--- src/rtl/rotor_effectiveness_column_top_assert.svh ---
// Assertion macros for the rotor effectiveness column top level.
`ifndef ROTOR_EFFECTIVENESS_COLUMN_TOP_ASSERT_SVH
`define ROTOR_EFFECTIVENESS_COLUMN_TOP_ASSERT_SVH

// Same-cycle implication, checked on every rising edge outside reset.
`define REC_ASSERT_IMP(lbl, pre, post) \
  lbl: assert property (@(posedge clk) disable iff (rst) (pre) |-> (post)) \
    else $error("rotor effectiveness column check failed");

// Next-cycle implication, checked on every rising edge outside reset.
`define REC_ASSERT_NXT(lbl, pre, post) \
  lbl: assert property (@(posedge clk) disable iff (rst) (pre) |=> (post)) \
    else $error("rotor effectiveness column check failed");

`endif

--- src/rtl/rec_pkg.sv ---
// Shared types, constants and rounding helper for the rotor effectiveness column.
`default_nettype none
package rec_pkg;

  localparam int MAX_ROTORS = 16;

  localparam int QUEUE_DEPTH = 2;
  localparam int QPTR_W = (QUEUE_DEPTH > 1) ? $clog2(QUEUE_DEPTH) : 1;
  localparam int QCNT_W = $clog2(QUEUE_DEPTH + 1);

  localparam int ROOT_STEPS = 32;
  localparam int DIV_STEPS = 32;
  localparam int STEP_W = 5;

  localparam int CFG_IDX_W = 3;
  localparam int CFG_DATA_W = 5;

  localparam logic [CFG_IDX_W-1:0] REG_NUM_ROTORS = 3'd0;
  localparam logic [CFG_IDX_W-1:0] REG_DRAG_OFF = 3'd1;
  localparam logic [CFG_IDX_W-1:0] REG_DRAG_UP_ONLY = 3'd2;
  localparam logic [CFG_IDX_W-1:0] REG_YAW_OFF = 3'd3;
  localparam logic [CFG_IDX_W-1:0] REG_COLLECTIVE = 3'd4;

  localparam int TORQUE_SHIFT = 34;
  localparam int FORCE_SHIFT = 22;

  typedef struct packed {
    logic [3:0]         rotor_number;
    logic               rotor_on;
    logic               first_rotor;
    logic               final_rotor;
    logic signed [15:0] axis_x;
    logic signed [15:0] axis_y;
    logic signed [15:0] axis_z;
    logic signed [15:0] pos_x;
    logic signed [15:0] pos_y;
    logic signed [15:0] pos_z;
    logic signed [15:0] thrust_coef;
    logic signed [15:0] drag_ratio;
  } in_item_t;

  typedef struct packed {
    logic [3:0]         column_number;
    logic               column_active;
    logic signed [31:0] torque_x;
    logic signed [31:0] torque_y;
    logic signed [31:0] torque_z;
    logic signed [31:0] force_x;
    logic signed [31:0] force_y;
    logic signed [31:0] force_z;
    logic [4:0]         active_total;
    logic               matrix_done;
  } out_item_t;

  typedef struct packed {
    logic [4:0] num_rotors;
    logic       drag_torque_off;
    logic       drag_torque_up_only;
    logic       yaw_entry_off;
    logic       collective_thrust_mode;
  } cfg_t;

  // Request after classification: active decided, drag ratio already forced
  // to zero when drag torque is switched off.
  typedef struct packed {
    logic [3:0]         rotor_number;
    logic               active;
    logic               first_rotor;
    logic               final_rotor;
    logic signed [15:0] axis_x;
    logic signed [15:0] axis_y;
    logic signed [15:0] axis_z;
    logic signed [15:0] pos_x;
    logic signed [15:0] pos_y;
    logic signed [15:0] pos_z;
    logic signed [15:0] thrust_coef;
    logic signed [15:0] drag_ratio;
  } cls_item_t;

  // Drop sh fraction bits, round half away from zero, saturate to 32 bits.
  function automatic logic [31:0] to_q16(logic signed [65:0] v, int sh);
    logic [65:0] mag;
    logic [65:0] rnd;
    logic [31:0] res;
    mag = v[65] ? 66'(-v) : 66'(v);
    rnd = (mag + (66'd1 << (sh - 1))) >> sh;
    if (v[65]) begin
      if (rnd > 66'h0_8000_0000) begin
        rnd = 66'h0_8000_0000;
      end
      res = 32'(66'd0 - rnd);
    end else begin
      if (rnd > 66'h0_7FFF_FFFF) begin
        rnd = 66'h0_7FFF_FFFF;
      end
      res = rnd[31:0];
    end
    return res;
  endfunction

endpackage
`default_nettype wire

--- src/rtl/rec_queue.sv ---
// Short request queue between the front end and the arithmetic back end.
`default_nettype none
module rec_queue (
  input  wire logic               clk,
  input  wire logic               rst,
  input  wire logic               push_valid,
  output logic                    push_ready,
  input  wire rec_pkg::cls_item_t push_data,
  output logic                    pop_valid,
  input  wire logic               pop_ready,
  output rec_pkg::cls_item_t      pop_data
);

  rec_pkg::cls_item_t               slots [rec_pkg::QUEUE_DEPTH];
  logic [rec_pkg::QPTR_W-1:0] wr_ptr;
  logic [rec_pkg::QPTR_W-1:0] rd_ptr;
  logic [rec_pkg::QCNT_W-1:0] count;
  logic                       push;
  logic                       pop;

  assign push_ready = (count != rec_pkg::QCNT_W'(rec_pkg::QUEUE_DEPTH));
  assign pop_valid = (count != '0);
  assign pop_data = slots[rd_ptr];
  assign push = push_valid && push_ready;
  assign pop = pop_valid && pop_ready;

  always_ff @(posedge clk) begin
    if (rst) begin
      wr_ptr <= '0;
      rd_ptr <= '0;
      count <= '0;
    end else begin
      if (push) begin
        wr_ptr <= (wr_ptr == rec_pkg::QPTR_W'(rec_pkg::QUEUE_DEPTH - 1)) ? '0 : wr_ptr + 1'b1;
      end
      if (pop) begin
        rd_ptr <= (rd_ptr == rec_pkg::QPTR_W'(rec_pkg::QUEUE_DEPTH - 1)) ? '0 : rd_ptr + 1'b1;
      end
      if (push && !pop) begin
        count <= count + 1'b1;
      end else if (pop && !push) begin
        count <= count - 1'b1;
      end
    end
  end

  always_ff @(posedge clk) begin
    if (push) begin
      slots[wr_ptr] <= push_data;
    end
  end

endmodule
`default_nettype wire

--- config.mk ---
export PLATFORM = sky130hd
export DESIGN_NAME = rec_queue
export DESIGN_NICKNAME = d
export VERILOG_FILES = /design/src/rtl/rotor_effectiveness_column_top_assert.svh /design/src/rtl/rec_pkg.sv /design/src/rtl/rec_queue.sv
export SDC_FILE = /design/constraint.sdc
export NUM_CORES = 1
export LEC_CHECK = 0
export ABC_CLOCK_PERIOD_IN_PS = 5200
export BUFFER_PORTS_ARGS = -buffer_cell sky130_fd_sc_hd__buf_2
export CORE_ASPECT_RATIO = 1.1
export CORE_MARGIN = 3
export CORE_UTILIZATION = 52
export DETAILED_ROUTE_END_ITERATION = 12
export PLACE_DENSITY = 0.79
export SKIP_CTS_REPAIR_TIMING = 1
export SYNTH_ARGS = -nofsm -noshare
export SYNTH_HDL_FRONTEND = slang
export SYNTH_SLANG_ARGS = --single-unit
--- constraint.sdc ---
create_clock -name clk -period 5.2 [get_ports clk]
set_clock_uncertainty 0.2 [all_clocks]
set_input_delay 0.52 -clock clk [delete_from_list [all_inputs] [get_ports clk]]
set_output_delay 0.52 -clock clk [all_outputs]
set_load 0.02 [all_outputs]
==> impl_metrics.yaml, run 1 <==
cells_and_area:
  mostFrequentLayoutCells: "buf_2 (275), edfxtp_1 (270), dlygate4sd3_1 (104), mux2_2 (85), mux2_4 (50)"
  mostFrequentLayoutCell: "buf_2"
  num-fill-cells: 1121
  nets: 981
  fin_cells: 1100
  drive_gt1_share_pct: 52.5
  syn_to_final_growth_pct: 33.7
  n_antenna_cell: 0
clock_network:
  cts.sink_count: 275
  cts-buffers-inserted: 27
  cts_tree: "done"
  htree_levels: 1
  clock_latency_ns: 0.51
  clkTransAtPathRegs_ns: 0.06
  root_buffer: "clkbuf_16"
  clk_path_buf_depth: 3
sta:
  slew_violations: 0
  worst_pin_slew_ns: 1.01
  fmax_mhz: 314
  fin_setup_tns_ns: 0
  rsz0062_at_grt: "false"
  final_hold_viol_count: 0
  worst_slack_ns: 2.01
  finalCriticalPeriod_ns: 3.19
  maxSlewHeadroom_pct: 32.9
  setup_viol: 0
  post-route-period-util_pct: 61.3
status:
  status: "completed"
worst_setup_path:
  critPathArrivalTime_ns: 2.47
  start_kind: "flop"
  end_kind: "output port"
  r2r_slack_ns: 2.43
  worstSetupPathType: "reg -> out"
  required_ns: 4.48
  crit_fanout: 43
yosys:
  synth-seq-area-share_pct: 80.8
  synth_nets: 584
  synthCells: 444
  yosysWarnings: 0
  synth_cell_types: 19
  synth_seq_cells: 275
  synth_area_um2: 10200
  avgSynthCellArea_um2: 22.9
global_route:
  grt_pass1_vias: 5534
  grt_pass1_wl_mm: 30.0
  grt_max_degree: 109
  grt.total_usage_pct: 17.7
  grt_overflow: 0
  antenna_found_initial: 0
job:
  cap_viol_max_count: 0
detailed_routing:
  wirelength_mm: 21.4
  drt_iter0_markers: 332
  vias: 5685
  routedWlPerCell_um: 19.4
  ant_nets: 0
  via_per_inst: 5.17
  drcViolationCount: 0
  drtPass1Iterations: 4
power_and_ir_drop:
  power_density_nw_per_um2: 469
  power.leakage_nw: 5.20
  peakVddDrop_mv: 0.510
floorplan:
  core_um2: 18800
  die_h_um: 153
  initial_core_util_pct: 54.0
  fp.dieW_um: 139
  row_count: 52
  pin_count: 276
  die-area_um2: 21200
min_path:
  hold_class: "in -> reg"
placed_design:
  dp.cells: 951
  pre_cts_ws_ns: 2.52
  hpwl_mm: 13.1
  portBuffers: 275
  place.gp.congestion: 0.771
==> synthesized netlist by cell type <==
cell type  count  area (µm²)
buf_2          8        40.0
ha_1           1        12.5
dfxtp_1        5         100
or2_2          1        6.26
mux2_2        85         957
buf_6          7        78.8
mux2_4        50         751
inv_1          1        3.75
or3_1          1        6.26
a21bo_2        1        10.0
nor2_1         3        11.3
nand2b_1       1        6.26
a21oi_1        2        10.0
edfxtp_1     270        8110
and3_1         1        6.26
xor2_1         3        26.3
o21ai_0        2        10.0
nand3b_1       1        7.51
and2_1         1        6.26
==> power breakdown <==
group / internal [mW] / leakage, nW / switching [mW]
Combinational: 0.771 / 2.27 / 1.03
Clock: 0.946 / 0.368 / 0.733
Sequential: 2.77 / 2.56 / 0.125
==> per-layer routing <==
layer | share of wire [%] | track usage, %
met1 | 38 | 20.9
met2 | 53 | 31.5
met3 | 6.1 | 5.02
met4 | 2.9 | 5.31
met5 | 0 | 0
==> state kept, by name (all words and copies together), names as in the netlist, named ones only <==
register  flops
slots       270
count         2
rd_ptr        1
wr_ptr        1
==> cell type report <==
cell class                      count  area [µm²]  area share (%)
Inverter                            1        8.76          0.0645
Tap cell                          243         304            2.24
Multi-Input combinational cell    153        1830            13.5
Timing Repair Buffer              383        2470            18.2
Clock buffer                       35         706            5.20
Sequential cell                   275        8210            60.5
Clock inverter                     10        46.3           0.341
==> critical path, stage by stage (launching register included) <==
cell     delay, ns
dfxtp_4       0.74
buf_4         0.56
mux2_2        0.41
buf_2         0.17
==> final timing paths <==
kind	from	to	depth (start not counted)
max	flop	pop_data[62]	3
min	push_data[19]	slots[0][19]	1
max reg2reg	count[0]	slots[0][20]	4
min reg2reg	rd_ptr	rd_ptr	2
==> through the flow <==
stage | utilization, % | hold WS, ns | power [mW] | instance area [µm²]
final | 72.2 | 0.00609 | 6.37 | 13600
after global routing | 72.2 | -0.0102 | 6.63 | 13600
after CTS | 66.7 | -0.0273 | 6.35 | 12500
after detailed placement | 62.7 | 0.298 | 4.67 | 11800
after global placement | 62.7 | 0.285 | 4.62 | 11800
after floorplan | - | 0.271 | 4.17 | 10200
==> cell families (layout without fill, tap and decap cells) <==
group           Yosys count  in the layout  share of synthesized area (%)
compound gates            5              5                          0.296
xor+xnor                  3              3                          0.259
fa+ha+maj                 1              1                          0.123
buf+inv                  16            429                           1.21
flops                   275            275                           80.8
mux                     135            135                           16.8
simple gates              9              9                          0.493
No activity file was read; power rests on OpenSTA's default activity.
==> run 2, diff against run 1 <==
- ABC_AREA: default -> 1
- ABC_CLOCK_PERIOD_IN_PS: 5200 -> 2800
- CORE_UTILIZATION: 52 -> 47
- PLACE_DENSITY: 0.79 -> 0.76
- clock period: 5.2 -> 2.8 ns (I/O delays scaled with it)
==> impl_metrics.yaml, run 2 <==
status:
  status: "complete, but fails checks"
  violations: "hold timing"
floorplan:
  pin_count: 276
  core_um2: 20900
  fp.dieW_um: 146
  die_h_um: 160
  initial_core_util_pct: 48.6
  die-area_um2: 23400
  row_count: 55
detailed_routing:
  wl_met2_mm: 11.9
  drt_iter0_markers: 259
  highest_layer: "met5"
  drtPass1Iterations: 4
  wl_met3_mm: 1.48
  wirelength_mm: 22.3
  via_per_inst: 4.82
  ant_nets: 0
  routedWlPerCell_um: 18.7
  drcViolationCount: 0
  vias: 5760
  wl_met1_mm: 8.38
sta:
  timing.hold.ws_ns: -0.00662
  fmax_mhz: 392
  setup_viol: 0
  post-route-period-util_pct: 91.2
  rsz0062_at_grt: "false"
  maxSlewHeadroom_pct: 51.4
  worst_pin_slew_ns: 0.729
  finalCriticalPeriod_ns: 2.55
  final_hold_viol_count: 1
  slew_violations: 0
cells_and_area:
  mostFrequentLayoutCells: "buf_2 (275), edfxtp_1 (270), dlygate4sd3_1 (137), mux2_2 (85), mux2_4 (50)"
  fin_cells: 1195
  largest_registers: "slots (270), count (2)"
  mostFrequentLayoutCell: "buf_2"
  largest_reg_flops: 270
  drive_gt1_share_pct: 50.5
  largest_register: "slots"
  regArea_um2: 8210
  nets: 1029
  num-fill-cells: 1391
  multi_input_area_um2: 1850
  syn_to_final_growth_pct: 38.7
yosys:
  synth.area.top_cells: "edfxtp_1 (80%), mux2_2 (9.4%), mux2_4 (7.4%), dfxtp_1 (0.98%), buf_6 (0.77%)"
  yosysTopAreaCell: "edfxtp_1"
  synth_compound_area_share_pct: 0.197
  yosysTopAreaCellShare_pct: 79.7
  synth_fa_ha_area_share_pct: 0.123
  synth_cell_types: 14
  synthMuxAreaShare_pct: 16.8
  avgSynthCellArea_um2: 22.3
  synthSimpleGateAreaFrac_pct: 0.750
  synth-edff-count: 270
  synth-xor-area-share_pct: 0
  synth_common_cells: "edfxtp_1 (270), mux2_2 (85), mux2_4 (50)"
  synth_top_family_by_area: "multiplexers"
  synth_flop_cell: "edfxtp_1"
  synth-seq-area-share_pct: 80.7
  yosysWarnings: 0
  async_reset_ff_share_pct: 0
  synthCells: 457
  synth_seq_cells: 275
  yosysMostFrequentCell: "edfxtp_1"
  synth_nets: 597
  synth_area_um2: 10200
placed_design:
  place.gp.congestion: 0.737
  portBuffers: 275
  hpwl_mm: 13.2
  dp.cells: 1009
clock_network:
  htree_levels: 1
  clk_path_buf_depth: 3
  root_buffer: "clkbuf_16"
  cts_tree: "done"
  cts.sink_count: 275
  clkTransAtPathRegs_ns: 0.06
  cts-buffers-inserted: 26
  clock_latency_ns: 0.52
worst_setup_path:
  required_ns: 2.32
  end_kind: "output port"
  critPathArrivalTime_ns: 2.07
  start_kind: "flop"
  worstSetupPathType: "reg -> out"
  crit_fanout: 54
power_and_ir_drop:
  clkPwrFrac_pct: 28.0
  power_density_nw_per_um2: 848
  power.leakage_nw: 5.44
  peakVddDrop_mv: 0.604
  switchingPower_mw: 3.47
  seq_power_share_pct: 45.1
  combPwrFrac_pct: 26.9
  intPower_mw: 8.50
  p_sw_share_pct: 29.0
global_route:
  grt_max_degree: 82
  grt_pass1_vias: 5706
  antenna_found_initial: 4
  grt_pass1_wl_mm: 30.2
  grt.total_usage_pct: 16.1
  grt_overflow: 0
min_path:
  hold_class: "in -> reg"
job:
  cap_viol_max_count: 0
## run 2: area by class of cell
type	instances	share of cell area, %
Antenna cell	1	0.0177
Clock buffer	32	4.92
Clock inverter	16	0.851
Inverter	8	0.213
Multi-Input combinational cell	159	13.1
Sequential cell	275	58.2
Tap cell	285	2.53
Timing Repair Buffer	419	20.2
## run 2: worst paths after layout
check / from / to / slack (ns) / cells past startpoint
setup reg to reg: count[0] / slots[0][76] / 0.89 / 5
hold reg to reg: rd_ptr / rd_ptr / 0.31 / 2
hold / removal: push_valid / wr_ptr / -0.007 / 4
setup / recovery: flop / pop_data[122] / 0.25 / 3
## run 2: logic make-up (layout without fill, tap and decap cells)
kind of cell,Yosys count,in the layout
DFF,275,275
and+or+nand+nor,19,19
AOI/OAI and AO/OA,4,4
adders and majority gates,1,1
buffers and inverters,23,475
muxes,135,135
other,0,1
## run 2: per-layer routing
layer  global-route usage, %  vias up
met3                    4.80       53
met1                    19.7     2820
li1                        -     2663
met5                       0        -
met4                    4.32        6
met2                    28.2      218
## run 2: worst max-delay path: stages, from the launching register on
cell	delay [ns]
dfxtp_4	0.59
buf_12	0.31
mux2_2	0.40
buf_2	0.16
## run 2: metrics by stage
stage / power (mW) / area, µm² / setup TNS, ns / worst slack, ns / utilization [%]
3_3_place_gp: 8.45 / 11900 / 0 / 0.825 / 57.0
5_1_grt: 12.5 / 14100 / 0 / 0.153 / 67.5
6_report: 12.0 / 14100 / 0 / 0.246 / 67.5
4_1_cts: 11.9 / 12700 / 0 / 0.210 / 60.9
2_1_floorplan: 7.59 / 10200 / -99.96 / -0.380 / -
3_5_place_dp: 8.55 / 11900 / 0 / 0.772 / 57.0
## run 2: power by group through the flow
stage | Clock [mW] | Combinational [mW] | Sequential (mW)
6_report | 3.35 | 3.22 | 5.40
3_3_place_gp | 0 | 3.01 | 5.44
2_1_floorplan | 0 | 2.17 | 5.41
5_1_grt | 3.59 | 3.42 | 5.45
3_5_place_dp | 0 | 3.07 | 5.48
4_1_cts | 3.42 | 3.08 | 5.40
