<file path="src/rtl/rotor_effectiveness_column_top_assert.svh">
// Assertion macros for the rotor effectiveness column top level.
`ifndef ROTOR_EFFECTIVENESS_COLUMN_TOP_ASSERT_SVH
`define ROTOR_EFFECTIVENESS_COLUMN_TOP_ASSERT_SVH

// Same-cycle implication, checked on every rising edge outside reset.
`define REC_ASSERT_IMP(lbl, pre, post) \
  lbl: assert property (@(posedge clk) disable iff (rst) (pre) |-> (post)) \
    else $error("rotor effectiveness column check failed");

// Next-cycle implication, checked on every rising edge outside reset.
`define REC_ASSERT_NXT(lbl, pre, post) \
  lbl: assert property (@(posedge clk) disable iff (rst) (pre) |=> (post)) \
    else $error("rotor effectiveness column check failed");

`endif

</file>
<file path="src/rtl/rec_pkg.sv">
// Shared types, constants and rounding helper for the rotor effectiveness column.
`default_nettype none
package rec_pkg;

  localparam int MAX_ROTORS = 16;

  localparam int QUEUE_DEPTH = 2;
  localparam int QPTR_W = (QUEUE_DEPTH > 1) ? $clog2(QUEUE_DEPTH) : 1;
  localparam int QCNT_W = $clog2(QUEUE_DEPTH + 1);

  localparam int ROOT_STEPS = 32;
  localparam int DIV_STEPS = 32;
  localparam int STEP_W = 5;

  localparam int CFG_IDX_W = 3;
  localparam int CFG_DATA_W = 5;

  localparam logic [CFG_IDX_W-1:0] REG_NUM_ROTORS = 3'd0;
  localparam logic [CFG_IDX_W-1:0] REG_DRAG_OFF = 3'd1;
  localparam logic [CFG_IDX_W-1:0] REG_DRAG_UP_ONLY = 3'd2;
  localparam logic [CFG_IDX_W-1:0] REG_YAW_OFF = 3'd3;
  localparam logic [CFG_IDX_W-1:0] REG_COLLECTIVE = 3'd4;

  localparam int TORQUE_SHIFT = 34;
  localparam int FORCE_SHIFT = 22;

  typedef struct packed {
    logic [3:0]         rotor_number;
    logic               rotor_on;
    logic               first_rotor;
    logic               final_rotor;
    logic signed [15:0] axis_x;
    logic signed [15:0] axis_y;
    logic signed [15:0] axis_z;
    logic signed [15:0] pos_x;
    logic signed [15:0] pos_y;
    logic signed [15:0] pos_z;
    logic signed [15:0] thrust_coef;
    logic signed [15:0] drag_ratio;
  } in_item_t;

  typedef struct packed {
    logic [3:0]         column_number;
    logic               column_active;
    logic signed [31:0] torque_x;
    logic signed [31:0] torque_y;
    logic signed [31:0] torque_z;
    logic signed [31:0] force_x;
    logic signed [31:0] force_y;
    logic signed [31:0] force_z;
    logic [4:0]         active_total;
    logic               matrix_done;
  } out_item_t;

  typedef struct packed {
    logic [4:0] num_rotors;
    logic       drag_torque_off;
    logic       drag_torque_up_only;
    logic       yaw_entry_off;
    logic       collective_thrust_mode;
  } cfg_t;

  // Request after classification: active decided, drag ratio already forced
  // to zero when drag torque is switched off.
  typedef struct packed {
    logic [3:0]         rotor_number;
    logic               active;
    logic               first_rotor;
    logic               final_rotor;
    logic signed [15:0] axis_x;
    logic signed [15:0] axis_y;
    logic signed [15:0] axis_z;
    logic signed [15:0] pos_x;
    logic signed [15:0] pos_y;
    logic signed [15:0] pos_z;
    logic signed [15:0] thrust_coef;
    logic signed [15:0] drag_ratio;
  } cls_item_t;

  // Drop sh fraction bits, round half away from zero, saturate to 32 bits.
  function automatic logic [31:0] to_q16(logic signed [65:0] v, int sh);
    logic [65:0] mag;
    logic [65:0] rnd;
    logic [31:0] res;
    mag = v[65] ? 66'(-v) : 66'(v);
    rnd = (mag + (66'd1 << (sh - 1))) >> sh;
    if (v[65]) begin
      if (rnd > 66'h0_8000_0000) begin
        rnd = 66'h0_8000_0000;
      end
      res = 32'(66'd0 - rnd);
    end else begin
      if (rnd > 66'h0_7FFF_FFFF) begin
        rnd = 66'h0_7FFF_FFFF;
      end
      res = rnd[31:0];
    end
    return res;
  endfunction

endpackage
`default_nettype wire

</file>
<file path="src/rtl/rec_front.sv">
// Front end: takes input requests, classifies them and hands them to the queue.
`default_nettype none
module rec_front (
  input  wire logic              clk,
  input  wire logic              rst,
  input  wire rec_pkg::cfg_t     cfg,
  input  wire logic              in_valid,
  output logic                   in_stall,
  input  wire rec_pkg::in_item_t in_data,
  output logic                   q_valid,
  input  wire logic              q_ready,
  output rec_pkg::cls_item_t     q_data
);

  logic               hold_valid;
  rec_pkg::cls_item_t hold;
  rec_pkg::cls_item_t cls;
  logic               in_range;

  // A rotor counts only below both the programmed count and the build limit.
  assign in_range = (32'(in_data.rotor_number) < 32'(cfg.num_rotors)) &&
                    (32'(in_data.rotor_number) < rec_pkg::MAX_ROTORS);

  always_comb begin
    cls.rotor_number = in_data.rotor_number;
    cls.active = in_data.rotor_on && in_range && (in_data.thrust_coef != 16'sd0) &&
                 ((in_data.axis_x != 16'sd0) || (in_data.axis_y != 16'sd0) ||
                  (in_data.axis_z != 16'sd0));
    cls.first_rotor = in_data.first_rotor;
    cls.final_rotor = in_data.final_rotor;
    cls.axis_x = in_data.axis_x;
    cls.axis_y = in_data.axis_y;
    cls.axis_z = in_data.axis_z;
    cls.pos_x = in_data.pos_x;
    cls.pos_y = in_data.pos_y;
    cls.pos_z = in_data.pos_z;
    cls.thrust_coef = in_data.thrust_coef;
    cls.drag_ratio = cfg.drag_torque_off ? 16'sd0 : in_data.drag_ratio;
  end

  assign in_stall = hold_valid && !q_ready;
  assign q_valid = hold_valid;
  assign q_data = hold;

  always_ff @(posedge clk) begin
    if (rst) begin
      hold_valid <= 1'b0;
    end else if (!in_stall) begin
      hold_valid <= in_valid;
    end
  end

  always_ff @(posedge clk) begin
    if (in_valid && !in_stall) begin
      hold <= cls;
    end
  end

endmodule
`default_nettype wire

</file>
<file path="config.mk">
export PLATFORM = sky130hd
export DESIGN_NAME = rec_front
export DESIGN_NICKNAME = d
export VERILOG_FILES = /design/src/rtl/rotor_effectiveness_column_top_assert.svh /design/src/rtl/rec_pkg.sv /design/src/rtl/rec_front.sv
export SDC_FILE = /design/constraint.sdc
export NUM_CORES = 1
export LEC_CHECK = 0
export BUFFER_PORTS_ARGS = -buffer_cell sky130_fd_sc_hd__buf_4
export CORE_AREA = 5 5 128 130
export DETAILED_ROUTE_END_ITERATION = 7
export DIE_AREA = 0 0 133 135
export PLACE_DENSITY = 0.64
export SYNTH_ARGS = -nofsm -noshare
export SYNTH_HDL_FRONTEND = slang
export SYNTH_SLANG_ARGS = --single-unit
</file>
<file path="constraint.sdc">
create_clock -name clk -period 7.3 [get_ports clk]
set_clock_uncertainty 0.05 [all_clocks]
set_input_delay 0.365 -clock clk [delete_from_list [all_inputs] [get_ports clk]]
set_output_delay 0.365 -clock clk [all_outputs]
set_load 0.005 [all_outputs]
</file>
==> run summary, run 1 <==
via count: 2,994
most frequent cells in the layout: buf_4 (283), edfxtp_1 (135), nor2b_1 (17), clkbuf_16 (17), nor4_1 (15)
post-CTS sizing: 0
most common cell after layout, fill and taps aside: buf_4
hold_ws: 0.0611 ns
IO Port Bufs: 281
Die Y: 135 µm
Final Critical Period: 1.78 ns
Tcrit/Tclk final: 0.244
CTS tree: yes
Syn. warnings: 0
fmax: 0.562 GHz
antenna violations before repair: 0
1st-pass router iterations: 6
clock buffer depth: 2
CP Data Required Time: 7.27 ns
Final #Nets: 643
first-pass GRT wire length: 18.5 mm
DRC Markers: 0
leading post-synthesis cells by cell area: edfxtp_1 (92%), nor2b_1 (2.5%), nor4_1 (2.1%)
Hold Vio Cnt, Final: 0
Synth Area in Compound Gates: 0.00538
largest net degree at the start of global routing: 70
CTS buffer count: 17
Setup TNS: 0 ns
Synth Area in Simple Gates: 0.0611
unrepaired setup endpoints after global routing: no
cts hold-fix bufs: 0
Synth top area share: 0.917
Root Buffer: clkbuf_16
Max Cap Viol: 0
Worst VDD drop: 0.000139 V
GRT Overall Usage: 0.139
Initial Util: 0.294
Arr. time, crit path: 1.75 ns
Post-Syn Instances: 191
Synth cell types: 14
HPWL after DPL: 10.1 mm
wire length per cell after detailed routing: 18.6 µm
Power Density: 272 nW/µm²
Mapped Nets: 342
Switching Fraction: 0.195
crit path max fanout: 69
mux share of post-synthesis cell area: 0
vias per cell: 4.32
crit end category: flop
post-synthesis sequential area ratio: 0.922
Reg power frac: 0.461
Worst Hold Class: input port to flop
status: finished, final reports clean
CORE AREA: 15,000 µm²
Startpoint Class: flop
adder-cell share of the synthesized area: 0.00849
number of H-tree levels: 4
post-route antenna net violation count: 0
worst setup path class: flop to flop
Logic pwr share: 0.086
main combinational cell family by area after synthesis: simple AND/OR/NAND/NOR gates
clock edge transition at the registers on the reported setup and hold paths: 0.06 ns
total design power: 2010 µW
XOR/XNOR Fraction of Synth Area: 0
Final Slew Violations: 0
Routed Wire Length: 12.9 mm
area growth from synthesis to layout: 67.8%
Static Leak: 0.00310 µW
antenna cells: 0
Post-Syn Area: 4420 µm²
DIE WIDTH: 133 µm
cell area after layout: 7420 µm²
area leader, netlist: edfxtp_1
relative slew slack: 0.406
number of synthesized register bits: 136
Psw: 393 µW
postcts setup bufs: 0
die area: 18,000 µm²
TritonCTS Sinks: 136
Clock power frac: 0.453
worst skew pair latency: 0.40 ns
GRT overflow: 0
initial DRC count: 167
row count: 45
Routability Congestion: 0.755
layout cells sized above 1: 0.622
Least-Margin Pin Slew: 0.891 ns
I/O pins: 285
syn avg cell area: 23.1 µm²
Post-DP Area: 6780 µm²
vias in the first global route: 3,226
Int Power: 1620 µW
Setup Viol. Count Final: 0
critical path: stages, from the launching register on:
cell and delay, ns:
dfxtp_1 0.31, nor2b_1 0.17, nor2b_4 0.12, buf_4 0.66
layout make-up:
type | instances | area [µm²]
sequential | 136 | 4070
tap | 188 | 235
fill | 1316 | 7620
clock buffer | 17 | 425
timing repair buffer | 283 | 2120
multi-input combinational | 51 | 339
inverter | 3 | 11.3
clock inverter | 15 | 206
registers in the layout, summed over array words and instances (netlist names):
signal   cells
q_data     135
q_valid      1
metrics by stage:
| step | cells | setup slack [ns] | util |
|---|---|---|---|
| 2_1_floorplan | 191 | 0.158 | - |
| 3_3_place_gp | 661 | 5.45 | 0.451 |
| 3_5_place_dp | 661 | 5.36 | 0.451 |
| 4_1_cts | 693 | 5.53 | 0.493 |
| 5_1_grt | 693 | 5.43 | 0.493 |
| 6_report | 693 | 5.52 | 0.493 |
routing by layer:
| metal | GRT usage | vias to the layer above | wire (µm) |
|---|---|---|---|
| met4 | 0.0676 | 0 | 271 |
| met5 | 0 | - | 0 |
| met3 | 0.0760 | 23 | 1590 |
| met1 | 0.142 | 1409 | 4350 |
| li1 | - | 1374 | - |
| met2 | 0.233 | 188 | 6670 |
power by group through the flow:
stage / Sequential, µW / Clock [µW] / Combinational, µW
2_1_floorplan: 958 / 0 / 22.4
3_3_place_gp: 943 / 0 / 172
3_5_place_dp: 945 / 0 / 176
4_1_cts: 930 / 937 / 176
5_1_grt: 933 / 970 / 186
6_report: 929 / 913 / 172
final timing paths:
kind	to	slack, ns	depth (start not counted)	start
worst min-delay path	q_valid	0.06	2	rst
worst max-delay path	q_data[57]	5.52	3	q_valid
worst max register to register	q_data[57]	5.52	3	q_valid
worst min register to register	q_valid	0.61	3	q_valid
cells in the mapped netlist:
| library cell | n |
|---|---|
| a21oi_1 | 1 |
| o311ai_1 | 1 |
| nor3b_1 | 1 |
| nand4_1 | 4 |
| dfxtp_1 | 1 |
| nor2_1 | 5 |
| clkbuf_1 | 1 |
| inv_1 | 3 |
| o21ai_0 | 2 |
| ha_1 | 3 |
| nor4_1 | 15 |
| nor4_2 | 1 |
| nor2b_1 | 18 |
| edfxtp_1 | 135 |
logic make-up after synthesis:
kind of cell / Yosys count
AOI/OAI and AO/OA: 4
DFF: 136
buffers and inverters: 4
adders and majority gates: 3
and+or+nand+nor: 44
Power figures use the tool's default switching activity.
==> run 2: changes to the inputs <==
--- a/config.mk
+++ b/config.mk
@@ -5,11 +5,12 @@
 export SDC_FILE = /design/constraint.sdc
 export NUM_CORES = 1
 export LEC_CHECK = 0
+export ABC_AREA = 1
 export BUFFER_PORTS_ARGS = -buffer_cell sky130_fd_sc_hd__buf_4
-export CORE_AREA = 5 5 128 130
+export CORE_AREA = 5 5 130 132
 export DETAILED_ROUTE_END_ITERATION = 7
-export DIE_AREA = 0 0 133 135
-export PLACE_DENSITY = 0.64
+export DIE_AREA = 0 0 135 137
+export PLACE_DENSITY = 0.63
 export SYNTH_ARGS = -nofsm -noshare
 export SYNTH_HDL_FRONTEND = slang
 export SYNTH_SLANG_ARGS = --single-unit
==> constraint.sdc (replaced) <==
create_clock -name clk -period 1.5 [get_ports clk]
set_clock_uncertainty 0.05 [all_clocks]
set_input_delay 0.075 -clock clk [delete_from_list [all_inputs] [get_ports clk]]
set_output_delay 0.075 -clock clk [all_outputs]
set_load 0.005 [all_outputs]
==> run summary, run 2 <==
status: finished, final reports clean
via count: 3,715 (+24%)
worst setup path class: flop to flop
most common cell after layout, fill and taps aside: buf_4
Post-synth EDFFs: 135 (unchanged)
# fillers: 1,191 (-9.5%)
DRC Markers: 0 (unchanged)
Power Density: 1120 nW/µm² (+310%)
1st-pass router iterations: 4 (-2)
CTS tree: yes
HPWL after DPL: 10.2 mm (+1.3%)
Final Critical Period: 1.35 ns (-0.432 ns)
Final Slew Violations: 0 (unchanged)
most frequent cell after synthesis: edfxtp_1
crit path max fanout: 63 (-8.7%)
leading post-synthesis cells by cell area: edfxtp_1 (89%), nor2_1 (4.8%), inv_1 (2.1%)
antenna cells: 0 (unchanged)
row count: 46 (+2.2%)
relative slew slack: 0.765 (+0.358)
TritonCTS Sinks: 136 (unchanged)
Post-Layout Cell Count: 928 (+34%)
antenna violations before repair: 0 (unchanged)
I/O pins: 285 (unchanged)
Initial Util: 0.292 (-0.00181)
DIE WIDTH: 135 µm (+1.5%)
predominant post-synthesis flop cell: edfxtp_1
number of synthesized register bits: 136 (unchanged)
Worst VDD drop: 0.000735 V (+430%)
Static Leak: 0.00393 µW (+27%)
Root Buffer: clkbuf_16
cell area after layout: 9100 µm² (+23%)
hold_ws: 0.0150 ns (-0.0461 ns)
vias in the first global route: 4,104 (+27%)
register-to-register setup slack: 0.15 ns (-5.37 ns)
Setup Viol. Count Final: 0 (unchanged)
Die Y: 137 µm (+1.5%)
post-route antenna net violation count: 0 (unchanged)
CP Data Required Time: 1.52 ns (-5.75 ns)
max FFs per register: 135 (unchanged)
Post-Syn Instances: 253 (+32%)
dpl cells: 754 (+14%)
largest net degree at the start of global routing: 64 (-8.6%)
Routed Wire Length: 14.5 mm (+12%)
Mapped Nets: 404 (+18%)
Worst Hold Class: input port to flop
wire length per cell after detailed routing: 15.6 µm (-16%)
post-synthesis sequential area ratio: 0.894 (-0.0278)
area growth from synthesis to layout: 99.6%
Arr. time, crit path: 1.36 ns (-0.39 ns)
worst skew pair latency: 0.40 ns (about the same)
Synth cell types: 12 (-2)
Setup TNS: 0 ns (unchanged)
vias per cell: 4.00 (-7.3%)
total design power: 10,200 µW (+410%)
most frequent cells in the layout: buf_4 (282), dlygate4sd3_1 (142), edfxtp_1 (135)
first-pass GRT wire length: 21.3 mm (+15%)
Post-DP Area: 7040 µm² (+3.8%)
CORE AREA: 15,600 µm² (+3.8%)
Syn. warnings: 0 (unchanged)
unrepaired setup endpoints after global routing: no
crit end category: flop
GRT overflow: 0 (unchanged)
Post-Syn Area: 4560 µm² (+3.1%)
clock buffer depth: 2 (unchanged)
area of the multi-input gates: 384 µm² (+13%)
Max Cap Viol: 0 (unchanged)
Tcrit/Tclk final: 0.898 (+0.654)
number of H-tree levels: 4 (unchanged)
Hold Vio Cnt, Final: 0 (unchanged)
asr flop ratio synth: 0 (unchanged)
syn avg cell area: 18.0 µm² (-22%)
GRT Overall Usage: 0.151 (+0.0122)
Synth top area share: 0.889 (-0.0277)
die area: 18,500 µm² (+3.0%)
Least-Margin Pin Slew: 0.353 ns (-0.538 ns)
clock edge transition at the registers on the reported setup and hold paths: 0.06 ns (about the same)
fmax: 0.743 GHz (+32%)
Startpoint Class: flop
Routability Congestion: 0.734 (-2.8%)
area leader, netlist: edfxtp_1
layout cells sized above 1: 0.447 (-0.175)
Final #Nets: 850 (+32%)
IO Port Bufs: 281 (unchanged)
Register Area: 4080 µm² (about the same)
CTS buffer count: 17 (unchanged)
initial DRC count: 132 (-21%)
commonest cells in the netlist: edfxtp_1 (135), nor2_1 (58), inv_1 (26), nand2_1 (21)
## run 2: cell types whose count changed after synthesis, moves of 2 or more
cell,previous run,this run
nor4_1,15,0
nor2b_1,18,0
inv_1,3,26
nand4_1,4,2
nand2_1,0,21
a21oi_1,1,3
nor2_1,5,58
o21ai_0,2,0
## run 2: cell families after synthesis
kind of cell             count (synthesis)  share of synthesized area
AO/OA/AOI/OAI                            4                    0.00494
adder cells (fa/ha/maj)                  3                    0.00824
buffers and inverters                   28                     0.0242
flip-flops                             136                      0.894
AND/OR/NAND/NOR                         82                     0.0689
## run 2: power by group
group          switching [µW]  total (µW)  internal [µW]
clock network            1510        4450           2940
logic                     439        1230            789
registers                62.3        4520           4450
total                    2010       10200           8180
## run 2: stage by stage
| stage | util | worst slack, ns |
|---|---|---|
| final | 0.583 | 0.153 |
| after global routing | 0.583 | 0.0769 |
| after CTS | 0.583 | 0.151 |
| after detailed placement | 0.452 | 0.174 |
| after global placement | 0.452 | 0.200 |
| after floorplan | - | -1.39 |
## run 2: final timing paths
| check | startpoint | endpoint | cells after the start |
|---|---|---|---|
| setup / recovery | q_valid | q_data[78] | 4 |
| hold / removal | cfg[3] | q_data[10] | 2 |
| setup reg to reg | q_valid | q_data[78] | 4 |
| hold reg to reg | q_valid | q_data[123] | 4 |
## run 2: layer usage
layer | GRT usage | routed length, µm | vias to the layer above
met5 | 0 | 0 | -
met4 | 0.0610 | 320 | 0
met3 | 0.0474 | 1090 | 23
met2 | 0.275 | 7600 | 168
met1 | 0.164 | 5470 | 1733
li1 | - | - | 1791
## run 2: cell type report
cell class / instances / share of cell area
inverter: 26 / 0.0107
timing repair buffer: 429 / 0.400
tap: 216 / 0.0297
sequential: 136 / 0.448
multi-input combinational: 89 / 0.0422
clock inverter: 13 / 0.0220
clock buffer: 19 / 0.0476
## run 2: worst max-delay path: stages, from the launching register on
cell	delay (ns)
dfxtp_2	0.32
nand2_2	0.07
inv_2	0.05
nor2_4	0.16
buf_12	0.31
## run 2: timing repair
item,4_1_cts,5_1_grt
gates resized for setup,0,0
setup buffers,0,0
endpoints found under the hold margin,135,0
hold buffers,142,0
==> run 3: changes to the inputs <==
--- a/config.mk
+++ b/config.mk
@@ -6,11 +6,11 @@
 export NUM_CORES = 1
 export LEC_CHECK = 0
 export ABC_AREA = 1
-export BUFFER_PORTS_ARGS = -buffer_cell sky130_fd_sc_hd__buf_4
 export CORE_AREA = 5 5 130 132
 export DETAILED_ROUTE_END_ITERATION = 7
 export DIE_AREA = 0 0 135 137
-export PLACE_DENSITY = 0.63
+export DONT_BUFFER_PORTS = 1
+export PLACE_DENSITY = 0.46
 export SYNTH_ARGS = -nofsm -noshare
 export SYNTH_HDL_FRONTEND = slang
 export SYNTH_SLANG_ARGS = --single-unit
==> run summary, run 3 <==
Synth top area share: 0.889 (unchanged)
I/O pins: 285 (unchanged)
CTS buffer count: 17 (unchanged)
DIE WIDTH: 135 µm (unchanged)
number of H-tree levels: 4 (unchanged)
TritonCTS Sinks: 136 (unchanged)
cts hold-fix bufs: 102 (-28%)
row count: 46 (unchanged)
main combinational cell family by area after synthesis: simple AND/OR/NAND/NOR gates
area leader, netlist: edfxtp_1
clock buffer depth: 2 (unchanged)
leading post-synthesis cells by cell area: edfxtp_1 (89%), nor2_1 (4.8%), inv_1 (2.1%)
post-CTS sizing: 0 (unchanged)
Root Buffer: clkbuf_16
Post-Syn Area: 4560 µm² (unchanged)
status: aborted with a tool error
predominant post-synthesis flop cell: edfxtp_1
post-synthesis sequential area ratio: 0.894 (unchanged)
syn avg cell area: 18.0 µm² (unchanged)
adder-cell share of the synthesized area: 0.00823 (unchanged)
Halt Stage: 4_1_cts
Synth cell types: 12 (unchanged)
Mapped Nets: 404 (unchanged)
Error: [ERROR RSZ-0060] Max buffer count reached.
IO Port Bufs: 0 (-100%)
asr flop ratio synth: 0 (unchanged)
Post-synth EDFFs: 135 (unchanged)
postcts setup bufs: 0 (unchanged)
Synth Area in Simple Gates: 0.0689 (unchanged)
Die Y: 137 µm (unchanged)
XOR/XNOR Fraction of Synth Area: 0 (unchanged)
pre-CTS WS: 0.151 ns (-0.0237 ns)
Post-Syn Instances: 253 (unchanged)
mux share of post-synthesis cell area: 0 (unchanged)
Syn. warnings: 0 (unchanged)
Synth Area in Compound Gates: 0.00494 (unchanged)
number of synthesized register bits: 136 (unchanged)
most frequent cell after synthesis: edfxtp_1
Routability Congestion: 0.714 (-2.7%)
commonest cells in the netlist: edfxtp_1 (135), nor2_1 (58), inv_1 (26), nand2_1 (21)
HPWL after DPL: 8.48 mm (-17%)
Initial Util: 0.292 (unchanged)
==> run 3: cell families after synthesis <==
logic type,count (synthesis)
adders and majority gates,3
DFF,136
buffers and inverters,28
AOI/OAI and AO/OA,4
and+or+nand+nor,82
==> run 3: through the flow <==
| stage | area [µm²] | setup TNS (ns) | cells |
|---|---|---|---|
| floorplan | 4570 | -187.45 | 253 |
| global placement | 4940 | 0 | 476 |
| detailed placement | 4940 | 0 | 476 |
==> run 4: changes to the inputs <==
--- a/config.mk
+++ b/config.mk
@@ -6,11 +6,11 @@
 export NUM_CORES = 1
 export LEC_CHECK = 0
 export ABC_AREA = 1
-export CORE_AREA = 5 5 130 132
+export CORE_AREA = 5 5 157 159
 export DETAILED_ROUTE_END_ITERATION = 7
-export DIE_AREA = 0 0 135 137
+export DIE_AREA = 0 0 162 164
 export DONT_BUFFER_PORTS = 1
-export PLACE_DENSITY = 0.46
+export PLACE_DENSITY_LB_ADDON = 0.15
 export SYNTH_ARGS = -nofsm -noshare
 export SYNTH_HDL_FRONTEND = slang
 export SYNTH_SLANG_ARGS = --single-unit
==> constraint.sdc (replaced) <==
create_clock -name clk -period 1.95 [get_ports clk]
set_clock_uncertainty 0.05 [all_clocks]
set_input_delay 0.0975 -clock clk [delete_from_list [all_inputs] [get_ports clk]]
set_output_delay 0.0975 -clock clk [all_outputs]
set_load 0.005 [all_outputs]
==> run summary, run 4 <==
number of H-tree levels: 4 (unchanged)
area leader, netlist: edfxtp_1
DIE WIDTH: 162 µm (+20%)
Post-DP Area: 4960 µm² (+0.30%)
Synth cell types: 12 (unchanged)
I/O pins: 285 (unchanged)
CTS buffer count: 17 (unchanged)
Root Buffer: clkbuf_16
row count: 56 (+22%)
Die Y: 164 µm (+20%)
asr flop ratio synth: 0 (unchanged)
number of synthesized register bits: 136 (unchanged)
IO Port Bufs: 0 (unchanged)
post-synthesis sequential area ratio: 0.894 (unchanged)
Error: [ERROR RSZ-0060] Max buffer count reached.
clock buffer depth: 2 (unchanged)
pre-CTS WS: 0.521 ns (+0.371 ns)
postcts setup bufs: 0 (unchanged)
HPWL after DPL: 8.32 mm (-1.9%)
Synth top area share: 0.889 (unchanged)
status: aborted with a tool error
commonest cells in the netlist: edfxtp_1 (135), nor2_1 (58), inv_1 (26), nand2_1 (21)
Post-synth EDFFs: 135 (unchanged)
Mapped Nets: 404 (unchanged)
Syn. warnings: 0 (unchanged)
dpl cells: 543 (+14%)
Post-Syn Area: 4560 µm² (unchanged)
post-CTS sizing: 0 (unchanged)
Post-Syn Instances: 253 (unchanged)
Halt Stage: 4_1_cts
TritonCTS Sinks: 136 (unchanged)
cts hold-fix bufs: 115 (+13%)
Initial Util: 0.197 (-0.0951)
Routability Congestion: 0.660 (-7.6%)
predominant post-synthesis flop cell: edfxtp_1
syn avg cell area: 18.0 µm² (unchanged)
most frequent cell after synthesis: edfxtp_1
leading post-synthesis cells by cell area: edfxtp_1 (89%), nor2_1 (4.8%), inv_1 (2.1%)
run 4: cell counts after synthesis:
Identical to the previous run, type by type.
run 4: through the flow:
step	utilization	hold slack [ns]	TNS (ns)
after global placement	0.215	0.113	0
after floorplan	-	0.109	-126.70
after detailed placement	0.215	0.124	0
run 4: logic make-up after synthesis:
group	after synthesis	share of synthesized area
fa+ha+maj	3	0.00824
compound gates	4	0.00494
buf+inv	28	0.0242
simple gates	82	0.0689
flops	136	0.894
